### config.mk
export PLATFORM = sky130hd
export DESIGN_NAME = grcd_ctrl
export DESIGN_NICKNAME = d
export VERILOG_FILES = /design/src/sv/grid_ray_cast_dda_core_assert.svh /design/src/sv/grcd_pkg.sv /design/src/sv/grcd_ctrl.sv
export SDC_FILE = /design/constraint.sdc
export NUM_CORES = 1
export LEC_CHECK = 0
export BUFFER_PORTS_ARGS = -buffer_cell sky130_fd_sc_hd__buf_2
export CAP_MARGIN = 20
export CELL_PAD_IN_SITES_DETAIL_PLACEMENT = 0
export CELL_PAD_IN_SITES_GLOBAL_PLACEMENT = 2
export CORE_UTILIZATION = 28
export CTS_BUF_LIST = sky130_fd_sc_hd__clkbuf_16
export DETAILED_ROUTE_END_ITERATION = 10
export PLACE_DENSITY = 0.84
export SLEW_MARGIN = 30
export SYNTH_ARGS = -nofsm -noshare
export SYNTH_HDL_FRONTEND = slang
export SYNTH_SLANG_ARGS = --single-unit
### constraint.sdc
create_clock -name clk_i -period 1.7 [get_ports clk_i]
set_clock_uncertainty 0.2 [all_clocks]
set_input_delay 0 -clock clk_i [delete_from_list [all_inputs] [get_ports clk_i]]
set_output_delay 0 -clock clk_i [all_outputs]
set_load 0.05 [all_outputs]
### src/sv/grid_ray_cast_dda_core_assert.svh
// Assertion macros for the ray caster top-level RTL.
`ifndef GRID_RAY_CAST_DDA_CORE_ASSERT_SVH
`define GRID_RAY_CAST_DDA_CORE_ASSERT_SVH

// The consequent holds in the same cycle as the antecedent.
`define GRCD_ASSERT_IMP(lbl, clk, rstn, ante, cons) \
  lbl: assert property (@(posedge clk) disable iff (!rstn) (ante) |-> (cons)) \
    else $error("grcd assertion failed");

// The consequent holds in the cycle after the antecedent.
`define GRCD_ASSERT_NXT(lbl, clk, rstn, ante, cons) \
  lbl: assert property (@(posedge clk) disable iff (!rstn) (ante) |=> (cons)) \
    else $error("grcd assertion failed");

`endif

### src/sv/grcd_pkg.sv
// ----------------------------------------------------------------------------
// grcd_pkg
// Types and constants shared by the grid ray caster modules.
// ----------------------------------------------------------------------------
`default_nettype none

package grcd_pkg;

  localparam int unsigned FRAC_BITS = 16;
  localparam int unsigned CELL_W    = 6;
  localparam int unsigned ADDR_W    = 2 * CELL_W;
  localparam int unsigned MAP_DEPTH = 1 << ADDR_W;
  localparam int unsigned CODE_W    = 8;
  localparam int unsigned POS_W     = 22;
  localparam int unsigned DIR_W     = 19;
  localparam int unsigned DELTA_W   = 31;
  localparam int unsigned SCR_W     = 13;
  localparam int unsigned OFF_W     = 13;
  localparam int unsigned LH_W      = 16;
  localparam int unsigned DE_W      = 17;
  localparam int unsigned WC_W      = 32;
  localparam int unsigned FACE_W    = 3;
  localparam int unsigned MUL_A_W   = 25;
  localparam int unsigned MUL_B_W   = 32;
  localparam int unsigned PROD_W    = MUL_A_W + MUL_B_W;
  localparam int unsigned SD_W      = 44;
  localparam int unsigned DIV_N     = SCR_W + FRAC_BITS;
  localparam int unsigned DIV_CNT_W = 5;

  localparam logic [SCR_W-1:0]  SCREEN_RESET = 13'd480;
  localparam logic [CODE_W-1:0] CHAR_ZERO    = 8'h30;
  localparam logic [CODE_W-1:0] CHAR_ONE     = 8'h31;
  localparam logic [CODE_W-1:0] CHAR_P       = 8'h50;

  localparam logic [FACE_W-1:0] FACE_NONE  = 3'd0;
  localparam logic [FACE_W-1:0] FACE_WEST  = 3'd1;
  localparam logic [FACE_W-1:0] FACE_EAST  = 3'd2;
  localparam logic [FACE_W-1:0] FACE_SOUTH = 3'd3;
  localparam logic [FACE_W-1:0] FACE_NORTH = 3'd4;

  typedef enum logic [1:0] {
    MUL_X  = 2'd0,
    MUL_Y  = 2'd1,
    MUL_WC = 2'd2
  } mul_sel_e;

  typedef struct packed {
    logic     load;
    mul_sel_e mul_sel;
    logic     ld_sdx;
    logic     ld_sdy;
    logic     step;
    logic     check;
    logic     perp;
    logic     div;
    logic     fin;
    logic     miss;
  } cmd_t;

  typedef struct packed {
    logic oob;
    logic hit;
    logic steps_max;
    logic div_last;
  } status_t;

endpackage

`default_nettype wire

### src/sv/grcd_ctrl.sv
// ----------------------------------------------------------------------------
// grcd_ctrl
// Sequencer for the ray caster: set-up, DDA walk, division, result and miss.
// ----------------------------------------------------------------------------
`default_nettype none

module grcd_ctrl (
  input  wire logic             clk_i,
  input  wire logic             rst_ni,
  input  wire logic             start_i,
  input  wire logic             operation_i,
  input  wire grcd_pkg::status_t status_i,
  output grcd_pkg::cmd_t        cmd_o,
  output logic                  busy_o
);

  typedef enum logic [9:0] {
    S_IDLE   = 10'b0000000001,
    S_INIT_X = 10'b0000000010,
    S_INIT_Y = 10'b0000000100,
    S_INIT_S = 10'b0000001000,
    S_STEP   = 10'b0000010000,
    S_CHECK  = 10'b0000100000,
    S_PERP   = 10'b0001000000,
    S_DIV    = 10'b0010000000,
    S_FIN    = 10'b0100000000,
    S_MISS   = 10'b1000000000
  } state_e;

  state_e state_q, state_d;

  always_comb begin
    state_d       = state_q;
    cmd_o         = '0;
    cmd_o.mul_sel = grcd_pkg::MUL_WC;
    unique case (state_q)
      S_IDLE: begin
        if (start_i) begin
          cmd_o.load = 1'b1;
          state_d    = operation_i ? S_INIT_X : S_MISS;
        end
      end
      S_INIT_X: begin
        cmd_o.mul_sel = grcd_pkg::MUL_X;
        state_d       = S_INIT_Y;
      end
      S_INIT_Y: begin
        cmd_o.mul_sel = grcd_pkg::MUL_Y;
        cmd_o.ld_sdx  = 1'b1;
        state_d       = S_INIT_S;
      end
      S_INIT_S: begin
        cmd_o.ld_sdy = 1'b1;
        state_d      = S_STEP;
      end
      S_STEP: begin
        cmd_o.step = 1'b1;
        state_d    = status_i.oob ? S_MISS : S_CHECK;
      end
      S_CHECK: begin
        cmd_o.check = 1'b1;
        if (status_i.hit) begin
          state_d = S_PERP;
        end else if (status_i.steps_max) begin
          state_d = S_MISS;
        end else begin
          state_d = S_STEP;
        end
      end
      S_PERP: begin
        cmd_o.perp = 1'b1;
        state_d    = S_DIV;
      end
      S_DIV: begin
        cmd_o.div = 1'b1;
        if (status_i.div_last) begin
          state_d = S_FIN;
        end
      end
      S_FIN: begin
        cmd_o.fin = 1'b1;
        state_d   = S_IDLE;
      end
      S_MISS: begin
        cmd_o.miss = 1'b1;
        state_d    = S_IDLE;
      end
      default: begin
        state_d = S_IDLE;
      end
    endcase
  end

  always_ff @(posedge clk_i or negedge rst_ni) begin
    if (!rst_ni) begin
      state_q <= S_IDLE;
    end else begin
      state_q <= state_d;
    end
  end

  assign busy_o = (state_q != S_IDLE);

endmodule

`default_nettype wire

; ---- Yosys cells after proc, flatten, opt, wreduce, memory -nomap -nowiden
; Index checks and enable logic that the tools add are counted.
[totals]
regBits = 10
out_inout_bits = 12
word_cells = 33
input_bits = 8
[op_classes]
mux = 18
reduce_logical = 1
eq_ne = 13
[ops]
columns = op, n
row1 = 10-bit one-hot mux with 8 select lines, 1
row2 = 10-bit 2-to-1 mux, 6
row3 = 10-bit by 1-bit equality test with 1-bit output (second input constant), 1
row4 = 10-bit equality test (second input constant), 1
row5 = 10-bit by 2-bit equality test with 1-bit output (second input constant), 1
row6 = 10-bit by 3-bit equality test with 1-bit output (second input constant), 1
row7 = 10-bit by 4-bit equality test with 1-bit output (second input constant), 1
row8 = 10-bit by 5-bit equality test with 1-bit output (second input constant), 1
row9 = 10-bit by 6-bit equality test with 1-bit output (second input constant), 1
row10 = 10-bit by 7-bit equality test with 1-bit output (second input constant), 1
row11 = 10-bit by 8-bit equality test with 1-bit output (second input constant), 1
row12 = 10-bit by 9-bit equality test with 1-bit output (second input constant), 1
row13 = 1-bit 2-to-1 mux, 10
row14 = 10-bit by 1-bit != test with 1-bit output (second input constant), 1
row15 = 2-bit != test (second input constant), 2
row16 = 2-bit one-hot mux with 2 select lines, 1
row17 = 2-bit AND reduction, 1

; ---- Longest topological paths before layout
[depth]
ltp_word = 3
ltp_mapped = 5
mapped_depth_nobuf = 4

; ---- Worst setup path before layout
; Ideal clock, no wire load.
[synth_timing]
kind = register -> register
start = register state_q[2]
end = register state_q[1]
n_path_buf = 1
stages_incl_launch_ff = 6
arrival_time_ps = 2195
required_ps = 1432
synth_period_minus_slack_ps = 2463
setup_ps = 68
setup_slack_ps = -763
cell_sequence = dfrtp_1 > buf_6 > nor4b_1 > nand3_1 > nor2_2 > and2_1
[synth_via]
elab_chain_cells = 3
word_cells_on_any_way = 12
cone_classes = eq/ne: 10 / mux: 1 / reduce/logical: 1
[synth_lines]
columns = item, line
row1 = start: declaration, grcd_ctrl.sv:30  ; state_e state_q, state_d;
row2 = start signal: assignment, grcd_ctrl.sv:98  ; state_q <= state_d;
row3 = 10-bit by 8-bit equality test with 1-bit output or 10-bit by 1-bit equality test with 1-bit output (tied branches), grcd_ctrl.sv:36  ; unique case (state_q)
row4 = 2-bit != test (no source line), n/a
row5 = 2-bit AND reduction (no source line), n/a
; Parallel ways exist; a longest one is shown, timed or not.
; A chain may end at the register's enable or synchronous reset.

==> qor.yml <==
status:
  outcome: "complete, but fails checks"
  violations: "negative setup slack"
sta:
  setup_viol: 10
  relSlewSlack_pct: 67.5
  fin_ws_ps: -245
  finalMaxSlewViolations: 0
  hold_violations: 0
  worst_slew_pin_slew_ps: 486
  grt_setup_unrepaired: "yes"
  max_freq_mhz: 514
  layout_min_cycle_time_ps: 1940
  period_share_pct: 114
global_routing:
  grt_use_met3_pct: 2.78
  grt_remaining_overflow: 0
  grt_antenna_before_repair: 0
  grt_max_degree: 10
  grt-busiest-layer: "met2"
  met2_usage_pct: 32.4
  gr-usage-met1_pct: 20.0
  grt.total_usage_pct: 17.9
  grt_pass1_vias: 700
  grt_pass1_wl_mm: 3.24
placement:
  dp_cells: 118
  gp_congestion: 0.854
  post_dp_cell_area_um2: 937
  dp_hpwl_mm: 1.18
  io_buffers: 19
  pre_cts_ws_ps: -58.1
cells_and_area:
  area_delta_synth_final_pct: 112
  fillerInstances: 164
  n_antenna_cell: 0
  fin_cells: 141
  layout-drive-gt1-share_pct: 64.9
  largest-register: "state_q"
  fin_nets: 123
  largest_reg_flops: 10
  design_area_mm2: 0.00134
  final_common_cell: "buf_4"
  reg.largest.list: "state_q: 10 flops"
  final_cell_mix: "buf_4 (18), buf_6 (13), dlygate4sd3_1 (8), buf_2 (7), dfrtp_1 (6)"
yosys:
  yosysWarnings: 0
  synth_flop_cell: "dfrtp_1"
  ys_types: 35
  netlist_area_um2: 634
  syn_inst: 66
  ys_ff_latch: 10
  avgSynthCellArea_um2: 9.61
  async_flop_share_pct: 100
  synth.mux.area_fraction_pct: 0
  synth_top_family_by_area: "simple AND/OR/NAND/NOR gates"
  yosysSeqAreaShare_pct: 39.6
  synth_edf_count: 0
  synthSimpleGateAreaFrac_pct: 41.4
  synth_compound_area_share_pct: 8.48
  syn-num-nets: 74
  synthAdderAreaFrac_pct: 0
  synth_xor_area_share_pct: 4.14
worst_setup_path:
  cp-end-kind: "output port"
  start_kind: "register"
  slowest_delay_ps: 490
  cp_top_family: "simple AND/OR/NAND/NOR gates"
  path_cells: "nor4_4, nand2_2, or4_4, buf_6"
  crit_arrival_ps: 1740
  critPathMaxFanout: 3
  crit_type: "reg2out"
  crit_buf_inv: 1
  critical_path_required_ps: 1500
  cp_slowest_cell: "or4_4"
route:
  routed_wl_mm: 2.02
  wl_per_cell_um: 14.3
  drc: 0
  ant_nets: 0
  firstDrtPassIters: 4
  vias_per_cell: 4.91
  drtIter0Drc: 10
  num_vias: 692
run:
  drv_cap: 0
cts:
  path_clk_slew_ps: 40
  numCtsBuffers: 3
  worstSkewPairLatency_ps: 240
  cts_sinks: 10
  cts_tree: "done"
  cts_root_buf: "clkbuf_16"
  clockBufferDepth: 2
  htree_levels: 1
floorplanning:
  initial_utilization_pct: 31.1
  die_area_mm2: 0.00246
  die_y_um: 49.6
  core_mm2: 0.00204
  die_w_um: 49.6
  ios: 20
  rows: 16
power_and_ir_drop:
  ir_drop_mv: 0.618
  p_leak_uw: 0.000598
  powerDensity_mw_per_mm2: 1220
min_path:
  holdCritPathClass: "in2async"
-- stage by stage --
step | hold WS [ps] | total power [uW] | util (%) | TNS (ps)
after CTS | 65.6 | 1570 | 62.2 | -961
after detailed placement | -325 | 967 | 45.9 | -58.1
after global placement | -325 | 964 | 45.9 | -18.5
after floorplan | -496 | 826 | - | -1310
final | 59.7 | 1630 | 65.7 | -1300
after global routing | 68.0 | 1710 | 65.7 | -2210
-- timing repair --
action / in CTS / in global routing
setup buffers: 9 / 3
hold endpoints to repair: 18 / 0
pin swaps: 8 / 8
endpoints found under the setup margin: 12 / 15
gates resized for setup: 29 / 14
hold buffers: 8 / 0
-- cell usage after synthesis (all sizes together), types with 3 or more instances --
library cell,number,area share [%]
nand3,3,2.4
nand2,3,2.2
nor3,4,3.2
and2,3,3.0
dfrtp,9,36
nor4b,4,6.5
nor2,9,5.7
buf,3,4.3
-- cell type report --
type / instances / area, um2 / share of cell area (%)
well taps: 27 / 33.8 / 2.52
clock inverters: 1 / 3.75 / 0.280
clock buffers: 3 / 75.1 / 5.59
multi-input cells: 50 / 536 / 39.9
flip-flops and latches: 10 / 255 / 19.0
inverters: 2 / 7.51 / 0.559
repair buffers: 48 / 432 / 32.2
-- per-layer routing --
layer  wire [um]  share of wire (%)  vias up
met4          50                2.5        0
met2        1110                 55       16
met1         810                 40      332
met3          47                2.3        6
met5           0                  0        -
li1            -                  -      338
-- power by group --
group,internal [uW],switching [uW]
registers,281,49.9
logic,410,476
clock network,308,108
total,999,634
-- path summary, 6_finish.rpt --
| kind | slack [ps] | end | from | cells past startpoint |
|---|---|---|---|---|
| setup reg to reg | 10 | state_q[9]$_DFFE_PN0P_ | state_q[5]$_DFFE_PN0P_ | 5 |
| hold reg to reg | 450 | state_q[0]$_DFFE_PN1P_ | state_q[9]$_DFFE_PN0P_ | 3 |
| setup / recovery | -240 | cmd_o[9] | state_q[5]$_DFFE_PN0P_ | 4 |
| min in group clk_i | 280 | state_q[5]$_DFFE_PN0P_ | status_i[3] | 3 |
| max in group asynchronous | 310 | state_q[3]$_DFFE_PN0P_ | rst_ni | 3 |
| hold / removal | 60 | state_q[0]$_DFFE_PN1P_ | rst_ni | 2 |
-- cells by family after synthesis --
family	after synthesis
simple gates	39
flops	10
compound gates	8
buf+inv	6
xor+xnor	3
(Power assumes the default switching activity.)
